<file path="src/design/spq_pkg.sv">
// Shared types for the sorted priority process queue.
// No dependencies; imported by spq_ctrl, spq_datapath and the top level.
package spq_pkg;

	// Operation codes
	typedef enum logic {
		OP_INSERT = 1'b0,
		OP_REMOVE = 1'b1
	} op_t;

	// One queue entry
	typedef struct packed {
		logic [7:0]  id;
		logic [7:0]  pri;
		logic [15:0] rtime;
	} entry_t;

	// Controller to datapath commands
	typedef struct packed {
		logic load;    // latch input fields, arm the scan
		logic insert;  // sorted insert of the latched entry
		logic step;    // one rotate/drop step of the remove scan
		logic finish;  // capture result registers
	} spq_cmd_t;

	// Datapath to controller status
	typedef struct packed {
		logic scan_done;  // every original entry has passed the head
	} spq_stat_t;

endpackage

</file>
<file path="src/design/sorted_priority_process_queue.sv">
// Top level of the sorted priority process queue: controller plus datapath.
// Depends on spq_pkg, spq_ctrl and spq_datapath.
//
// Usage:
//   Command channel: a request (operation, process_id, priority_req,
//   remaining_time) transfers at a rising edge with start high and busy low.
//   operation OP_INSERT places the entry behind every held entry of equal or
//   lower priority value; a full queue rejects it. OP_REMOVE deletes the first
//   held entry, in queue order, whose remaining time is zero.
//   Result channel: done is high for exactly one cycle while queue_length,
//   insert_rejected, removed_valid and removed_id are valid. The receiver
//   cannot stall; results must be taken in that cycle.
//   Sequence: an insert writes the entry and captures its result in the
//   insert state. A remove rotates the N held entries through the head
//   cell one per cycle, then captures its result once all have passed.
//   busy falls in the cycle the result shows, so the next request can
//   transfer on the edge that ends the result cycle.
//   Reset (arst_n low) empties the queue and clears busy and done; entry
//   storage is not cleared, empty cells are never read.
module sorted_priority_process_queue import spq_pkg::*; #(
	parameter int QUEUE_DEPTH = 16
) (
	input  logic        clk,
	input  logic        arst_n,
	input  logic        start,
	output logic        busy,
	input  logic        operation,
	input  logic [7:0]  process_id,
	input  logic [7:0]  priority_req,
	input  logic [15:0] remaining_time,
	output logic        done,
	output logic [4:0]  queue_length,
	output logic        insert_rejected,
	output logic        removed_valid,
	output logic [7:0]  removed_id
);

	spq_cmd_t  cmd;
	spq_stat_t stat;
	op_t       op;

	assign op = op_t'(operation);

	// Sequencer: accepts requests, walks insert or remove scan
	spq_ctrl u_ctrl (
		.clk    (clk),
		.arst_n (arst_n),
		.start  (start),
		.op     (op),
		.stat   (stat),
		.cmd    (cmd),
		.busy   (busy),
		.done   (done)
	);

	// Entry cells and result registers
	spq_datapath #(
		.QUEUE_DEPTH (QUEUE_DEPTH)
	) u_dp (
		.clk             (clk),
		.arst_n          (arst_n),
		.cmd             (cmd),
		.op              (op),
		.process_id      (process_id),
		.priority_req    (priority_req),
		.remaining_time  (remaining_time),
		.stat            (stat),
		.queue_length    (queue_length),
		.insert_rejected (insert_rejected),
		.removed_valid   (removed_valid),
		.removed_id      (removed_id)
	);

	// A result always closes a busy period
	a_done_after_busy: assert property (@(posedge clk) disable iff (!arst_n)
		done |-> $past(busy))
		else $error("result without a pending request");

	// Reject and remove flags belong to different operations
	a_flags_exclusive: assert property (@(posedge clk) disable iff (!arst_n)
		done |-> !(insert_rejected && removed_valid))
		else $error("reject and remove flagged together");

	// No id reported without a removal
	a_id_zero: assert property (@(posedge clk) disable iff (!arst_n)
		(done && !removed_valid) |-> (removed_id == 8'd0))
		else $error("removed_id set without removal");

	// done is a single-cycle strobe
	a_done_pulse: assert property (@(posedge clk) disable iff (!arst_n)
		done |=> !done)
		else $error("done held longer than one cycle");

endmodule

</file>
<file path="src/design/spq_ctrl.sv">
// Sequencer for the sorted priority process queue.
// Depends on spq_pkg (op_t, spq_cmd_t, spq_stat_t).
module spq_ctrl import spq_pkg::*; (
	input  logic      clk,
	input  logic      arst_n,
	input  logic      start,
	input  op_t       op,
	input  spq_stat_t stat,
	output spq_cmd_t  cmd,
	output logic      busy,
	output logic      done
);

	typedef enum logic [1:0] {
		ST_IDLE,
		ST_INSERT,
		ST_SCAN
	} state_t;

	state_t state_q;
	logic   busy_q;
	logic   done_q;
	logic   accept;

	assign accept = start && !busy_q;

	always_comb begin
		cmd = '0;
		case (state_q)
			ST_IDLE: begin
				cmd.load = accept;
			end
			ST_INSERT: begin
				cmd.insert = 1'b1;
				cmd.finish = 1'b1;
			end
			ST_SCAN: begin
				cmd.step   = !stat.scan_done;
				cmd.finish = stat.scan_done;
			end
			default: begin
				cmd = '0;
			end
		endcase
	end

	always_ff @(posedge clk or negedge arst_n) begin
		if (!arst_n) begin
			state_q <= ST_IDLE;
			busy_q  <= 1'b0;
			done_q  <= 1'b0;
		end else begin
			done_q <= cmd.finish;
			case (state_q)
				ST_IDLE: begin
					if (accept) begin
						busy_q  <= 1'b1;
						state_q <= (op == OP_REMOVE) ? ST_SCAN : ST_INSERT;
					end
				end
				ST_INSERT: begin
					busy_q  <= 1'b0;
					state_q <= ST_IDLE;
				end
				ST_SCAN: begin
					if (stat.scan_done) begin
						busy_q  <= 1'b0;
						state_q <= ST_IDLE;
					end
				end
				default: begin
					busy_q  <= 1'b0;
					state_q <= ST_IDLE;
				end
			endcase
		end
	end

	assign busy = busy_q;
	assign done = done_q;

endmodule

</file>
<file path="src/design/spq_datapath.sv">
// Entry cells, length counter, remove scan and result registers.
// Depends on spq_pkg (op_t, entry_t, spq_cmd_t, spq_stat_t).
module spq_datapath import spq_pkg::*; #(
	parameter int QUEUE_DEPTH = 16
) (
	input  logic        clk,
	input  logic        arst_n,
	input  spq_cmd_t    cmd,
	input  op_t         op,
	input  logic [7:0]  process_id,
	input  logic [7:0]  priority_req,
	input  logic [15:0] remaining_time,
	output spq_stat_t   stat,
	output logic [4:0]  queue_length,
	output logic        insert_rejected,
	output logic        removed_valid,
	output logic [7:0]  removed_id
);

	localparam int CW = $clog2(QUEUE_DEPTH + 1);

	// Latched request
	op_t         op_q;
	entry_t      new_q;

	// Cells; only those below count_q hold live entries
	entry_t      cell_q [QUEUE_DEPTH];
	entry_t      cell_d [QUEUE_DEPTH];
	logic [CW-1:0] count_q, count_d;

	// Remove scan
	logic [CW-1:0] steps_q;
	logic          found_q;
	logic [7:0]    rid_q;

	logic [QUEUE_DEPTH-1:0] le;
	logic                   full;
	logic                   drop;
	logic [CW+4:0]          len_ext;

	assign full      = (count_q == CW'(QUEUE_DEPTH));
	assign drop      = !found_q && (cell_q[0].rtime == 16'd0);
	assign stat.scan_done = (steps_q == '0);
	assign len_ext   = {5'b0, count_d};

	// Per-cell compare: entry sits at or before the new one
	always_comb begin
		for (int k = 0; k < QUEUE_DEPTH; k++) begin
			le[k] = (CW'(k) < count_q) && (cell_q[k].pri <= new_q.pri);
		end
	end

	always_comb begin
		for (int k = 0; k < QUEUE_DEPTH; k++) begin
			cell_d[k] = cell_q[k];
		end
		count_d = count_q;
		if (cmd.insert && !full) begin
			// first cell past the equal-or-lower run takes the new entry,
			// everything behind it moves one place back
			if (!le[0]) begin
				cell_d[0] = new_q;
			end
			for (int k = 1; k < QUEUE_DEPTH; k++) begin
				if (!le[k]) begin
					cell_d[k] = le[k-1] ? new_q : cell_q[k-1];
				end
			end
			count_d = count_q + 1'b1;
		end else if (cmd.step) begin
			if (drop) begin
				for (int k = 0; k < QUEUE_DEPTH - 1; k++) begin
					cell_d[k] = cell_q[k+1];
				end
				count_d = count_q - 1'b1;
			end else begin
				// rotate live entries: head goes to the tail
				for (int k = 0; k < QUEUE_DEPTH - 1; k++) begin
					if (CW'(k + 1) < count_q) begin
						cell_d[k] = cell_q[k+1];
					end
				end
				for (int k = 0; k < QUEUE_DEPTH; k++) begin
					if (CW'(k + 1) == count_q) begin
						cell_d[k] = cell_q[0];
					end
				end
			end
		end
	end

	// Cell contents carry no reset
	always_ff @(posedge clk) begin
		for (int k = 0; k < QUEUE_DEPTH; k++) begin
			cell_q[k] <= cell_d[k];
		end
		if (cmd.load) begin
			op_q        <= op;
			new_q.id    <= process_id;
			new_q.pri   <= priority_req;
			new_q.rtime <= remaining_time;
		end
		if (cmd.finish) begin
			queue_length    <= len_ext[4:0];
			insert_rejected <= (op_q == OP_INSERT) && full;
			removed_valid   <= (op_q == OP_REMOVE) && found_q;
			removed_id      <= (op_q == OP_REMOVE) ? rid_q : 8'd0;
		end
	end

	always_ff @(posedge clk or negedge arst_n) begin
		if (!arst_n) begin
			count_q <= '0;
			steps_q <= '0;
			found_q <= 1'b0;
			rid_q   <= '0;
		end else begin
			count_q <= count_d;
			if (cmd.load) begin
				steps_q <= (op == OP_REMOVE) ? count_q : '0;
				found_q <= 1'b0;
				rid_q   <= '0;
			end else if (cmd.step) begin
				steps_q <= steps_q - 1'b1;
				if (drop) begin
					found_q <= 1'b1;
					rid_q   <= cell_q[0].id;
				end
			end
		end
	end

	// Length never runs past the depth
	a_count_bound: assert property (@(posedge clk) disable iff (!arst_n)
		count_q <= CW'(QUEUE_DEPTH))
		else $error("queue count exceeds depth");

	// A scan step removes at most one entry overall
	a_single_drop: assert property (@(posedge clk) disable iff (!arst_n)
		(cmd.step && found_q) |=> (count_q == $past(count_q)))
		else $error("second entry dropped in one remove");

	// Scan count is armed only for a remove
	a_scan_armed: assert property (@(posedge clk) disable iff (!arst_n)
		cmd.step |-> (op_q == OP_REMOVE))
		else $error("scan step during insert");

endmodule
</file>
<file path="config.mk">
export PLATFORM = sky130hd
export DESIGN_NAME = sorted_priority_process_queue
export DESIGN_NICKNAME = d
export VERILOG_FILES = /design/src/design/spq_pkg.sv /design/src/design/sorted_priority_process_queue.sv /design/src/design/spq_ctrl.sv /design/src/design/spq_datapath.sv
export SDC_FILE = /design/constraint.sdc
export NUM_CORES = 2
export LEC_CHECK = 0
export BUFFER_PORTS_ARGS = -buffer_cell sky130_fd_sc_hd__buf_2
export CAP_MARGIN = 15
export CORE_MARGIN = 1.5
export CORE_UTILIZATION = 35
export DETAILED_ROUTE_END_ITERATION = 10
export SLEW_MARGIN = 20
export SYNTH_ARGS = -nofsm -noshare
export SYNTH_HDL_FRONTEND = slang
export SYNTH_HIERARCHICAL = 1
export SYNTH_SLANG_ARGS = --single-unit
</file>
<file path="constraint.sdc">
create_clock -name clk -period 9.4 [get_ports clk]
set_input_delay 2.82 -clock clk [delete_from_list [all_inputs] [get_ports clk]]
set_output_delay 2.82 -clock clk [all_outputs]
set_load 0.005 [all_outputs]
</file>
; After elaboration in Yosys (flattened, before gate mapping)
; Memory sizes are Yosys's and may differ from the RTL's.
; Cells that the tools add are included.
[word_totals]
regBits = 71
wordCells = 194
inputBits = 36
memories = 1
ramBits = 512
output_inout_bits = 17
[mem_list]
columns = name, words, width, rd, rd_clocked_by_memory_dff, write_ports, line
row1 = u_dp.cell_q, 16, 32, 16, 0, 16, spq_datapath.sv:27  ; entry_t cell_q [QUEUE_DEPTH];
[op_classes]
n_lt_le_gt_ge = 32
add_sub_neg = 3
mux = 89
reduce_logical = 32
eq_ne = 21
n_bitwise = 1
[op_table]
columns = cell, count
row1 = 32-bit two-way mux, 63
row2 = 512-bit two-way mux, 2
row3 = 480-bit two-way mux, 1
row4 = 8-bit less-or-equal comparator, 16
row5 = 4-bit by 5-bit equality test with 1-bit output (first input constant), 8
row6 = 4-bit by 5-bit less-than comparator with 1-bit output (first input constant), 8
row7 = 5-bit two-way mux, 6
row8 = 8-bit two-way mux, 3
row9 = 1-bit logical AND, 21
row10 = 3-bit by 5-bit equality test with 1-bit output (first input constant), 4
row11 = 3-bit by 5-bit less-than comparator with 1-bit output (first input constant), 4
row12 = 16-bit zero test, 1
row13 = 2-bit by 5-bit equality test with 1-bit output (first input constant), 2
row14 = 1-bit by 5-bit less-than comparator with 1-bit output (first input constant), 2
row15 = 2-bit by 5-bit less-than comparator with 1-bit output (first input constant), 2
row16 = 5-bit by 1-bit subtractor with 5-bit output (second input constant), 2
row17 = 1-bit two-way mux, 8
row18 = 2-bit two-way mux, 3
row19 = 5-bit by 1-bit adder with 5-bit output (second input constant), 1
row20 = 1-bit by 5-bit equality test with 1-bit output (first input constant), 1
row21 = 5-bit equality test (first input constant), 1
row22 = 5-bit equality test (second input constant), 1
row23 = 5-bit zero test, 1
row24 = 1-bit zero test, 4
row25 = other kinds (9), 13

; Longest topological paths before layout
[logic_depth]
word_depth = 6
ltp_mapped = 10
mapped_depth_nobuf = 9

; Cells and area by module
; Netlist, hierarchy kept.
[modules_own_cells]
columns = module, n_inst, area_each_um2, cells_each, seq_area_each_um2
row1 = spq_datapath, 1, 35212.5, 3487, 17291.6
row2 = spq_ctrl, 1, 237.7, 25, 100.1

; Worst setup path after synthesis
; Ideal clock, no wire load.
[synth_path]
path_kind = register to register
from = register u_dp/new_q[21] (netlist name)
to = memory u_dp/cell_q[1][100] (netlist bit), enable pin
path_stages_with_launch = 10
path_buffers = 2
arrival_time_ns = 4.233
setup_ns = 0.466
synth_period_minus_slack_ns = 4.699
setup_slack_ns = 4.701
required_ns = 8.934
cell_sequence = edfxtp_1 > inv_1 > ha_1 > nand4_1 > nor2_1 > a211o_1 > and3_1 > clkbuf_1 > clkbuf_1 > o21ai_0
[synth_rtl]
columns = element, line
row1 = "end, declared", spq_datapath.sv:27

==> reports/metrics.cfg <==
[critical_path]
path_cells = nand3_1 > nand2_4 > buf_12 > nand2_1 > o22ai_4 > buf_4
end_kind = flop
reg2reg_to = u_dp/cell_q[1][158]
critPathLaunch = u_dp/count_q[4]
timing.rr.start = u_dp/count_q[4]
slowest_stage = dfrtp_1
crit_end = u_dp/cell_q[1][158]
cp_data_arrival_time_ns = 4.97
worstRegToRegCells = 6
critPathKind = flop to flop
start_kind = flop
cpPeakStageDelay_ns = 0.77
rrSetupSlack_ns = 4.70
crit_path_max_fanout = 176
required_ns = 9.67

[floorplan]
die_area_um2 = 103000
fp.dieH_um = 321
start_util = 0.353
rows = 116
io_pins = 53
fp.coreArea_um2 = 100000
die_x_um = 321

[sta]
clock_skew_ns = 0.0336
max_freq_mhz = 213
rsz0062_at_grt = no
fin_setup_tns_ns = 0
relSlewSlack = 0.193
tightest_slew_ns = 1.21
period_minus_slack_ns = 4.70
period_share = 0.500
drv_slew = 0
final-setup-viol-count = 0
hold_violations = 0

[clock_tree]
insertion_delay_ns = 0.65
postCtsSetupBuffers = 0
cts_buffers = 70
cts_root_buf = clkbuf_16
h-tree-depth = 3
clock_path_buffers = 3
cts_tree = built
cts.sinks = 583
hold_buffers = 0
clkTransAtPathRegs_ns = 0.06
post_cts_resized = 0

[detailed_routing]
drt_iter0_markers = 3997
routed_wl_mm = 127
detail_route.wl_per_cell_um = 26.7
drcViolationCount = 0
dr_total_vias = 29800
ant_nets = 0
dr.pass1.iters = 7
via_per_inst = 6.28

[hold_path]
whs_path_depth = 2
hold_class = flop to flop

[global_routing]
grt_use_total = 0.239
grt_pass1_vias = 27600
grt_start_max_net_pins = 220
antenna_found_initial = 1
grt.overflow.total = 0
grt_pass1_wl_mm = 186

[power]
peakVddDrop_mv = 0.333
powerDensity_nw_per_um2 = 414
leakagePower_nw = 14.8

[placement]
io_buffer_count = 52
placed_area_um2 = 36800
hpwl_mm = 75.6
place_congestion = 0.872

[logic_synthesis]
ys_seq_area_frac = 0.491
syn-num-nets = 3686
syn_area_um2 = 35500
netlist_instances = 3512
async_flop_share = 0.0395
ys_seq_elements = 583
synth_top_area_cell = edfxtp_1
synth_area_leaders = edfxtp_1 (47%), nand2_1 (8.0%), o311a_1 (7.3%), o211ai_1 (5.6%), ha_1 (4.9%)
avgSynthCellArea_um2 = 10.1
synth-main-ff-cell = edfxtp_1
synth.distinct_cells = 63
synth_edf_count = 560
synth_top_area_share = 0.474
ys_warn_count = 6

[final_layout]
fillers = 9754
synthToLayoutAreaGrowth_pct = 10.4
final_common_cell = nand2_1
final_cell_mix = nand2_1 (757), edfxtp_1 (560), o211ai_1 (266)
drive_above_1_share = 0.0952
diodes = 0
layout.nets = 3505
fin_area_um2 = 39100

[status]
status = complete, no violations

[flow_run]
max-cap-violations = 0

## flip-flops by register name (all words and copies together) (netlist names), 2 cells and up
signal,cells
u_dp/removed_id,8
u_dp/steps_q,5
u_dp/queue_length,5
u_dp/count_q,5
u_dp/rid_q,8
u_ctrl/state_q,2
u_dp/cell_q,512
u_dp/new_q,32
## stage by stage
stage                     power (mW)  cells  hold slack, ns   util  worst slack [ns]
after global placement          13.1   4616           0.500  0.367              4.84
final                           16.2   4741           0.519  0.390              4.70
after detailed placement        13.2   4616           0.509  0.367              4.75
after global routing            17.0   4741           0.556  0.390              4.49
after CTS                       16.0   4741           0.524  0.390              4.76
after floorplan                 10.4   3512           0.482      -              4.70
## cell families (layout without fill, tap and decap cells)
logic type / count (synthesis) / in the layout / synth area share
AO/OA/AOI/OAI: 1196 / 1196 / 0.256
XOR/XNOR: 8 / 8 / 0.00198
adder cells (fa/ha/maj): 138 / 138 / 0.0487
buffers and inverters: 443 / 315 / 0.0514
flip-flops: 583 / 583 / 0.491
multiplexers: 112 / 112 / 0.0319
AND/OR/NAND/NOR: 1032 / 1032 / 0.119
## worst max-delay path, delay by kind of cell (launching register included)
| family | cells | cell delay (ns) |
|---|---|---|
| flip-flops | 1 | 0.77 |
| AO/OA/AOI/OAI | 1 | 0.77 |
| AND/OR/NAND/NOR | 3 | 1.58 |
| buffers and inverters | 2 | 1.17 |
## final cells by class
type	instances	area, µm²	share of cell area
clock inverter	35	430	0.0110
timing repair buffer	122	836	0.0214
tap	1357	1700	0.0434
inverter	68	255	0.00652
clock buffer	90	1850	0.0472
multi-input combinational	2486	16700	0.426
sequential	583	17400	0.444
## power by group
group	internal (mW)	switching [mW]	leakage, nW
clock	1.62	1.17	1.10
combinational	2.49	5.63	8.20
sequential	4.58	0.713	5.45
total	8.70	7.51	14.8
## layer usage
| metal | vias up | GRT usage | part of all wire |
|---|---|---|---|
| li1 | 13200 | - | - |
| met1 | 14600 | 0.331 | 0.42 |
| met2 | 1636 | 0.367 | 0.44 |
| met3 | 272 | 0.0520 | 0.11 |
| met4 | 0 | 0.0853 | 0.037 |
| met5 | - | 0 | 0 |
## Yosys cell counts (all sizes together) (13+ instances only)
master and number:
nor3 14, o31ai 19, nor2 142, a221oi 49, a221o 18, clkbuf 257, nand2 758, nand4 31
a31oi 33, inv 67, a22oi 146, buf 118, a211oi 18, o311a 258, a21oi 249, edfxtp 560
mux2i 104, o21ai 99, dfrtp 23, o211ai 266, a21o 13, nand3 19, ha 138, nand2b 15
## worst min path at each step
stage | slack (ns) | startpoint | to
2_1_floorplan | 0.48 | u_dp/rid_q[0] | u_dp/rid_q[0]
3_3_place_gp | 0.50 | u_dp/rid_q[5] | u_dp/rid_q[5]
3_5_place_dp | 0.51 | u_dp/rid_q[0] | u_dp/rid_q[0]
4_1_cts | 0.52 | u_dp/rid_q[0] | u_dp/rid_q[0]
5_1_grt | 0.56 | u_dp/rid_q[5] | u_dp/rid_q[5]
6_report | 0.52 | u_dp/rid_q[0] | u_dp/rid_q[0]
No activity file was read; power rests on OpenSTA's default activity.
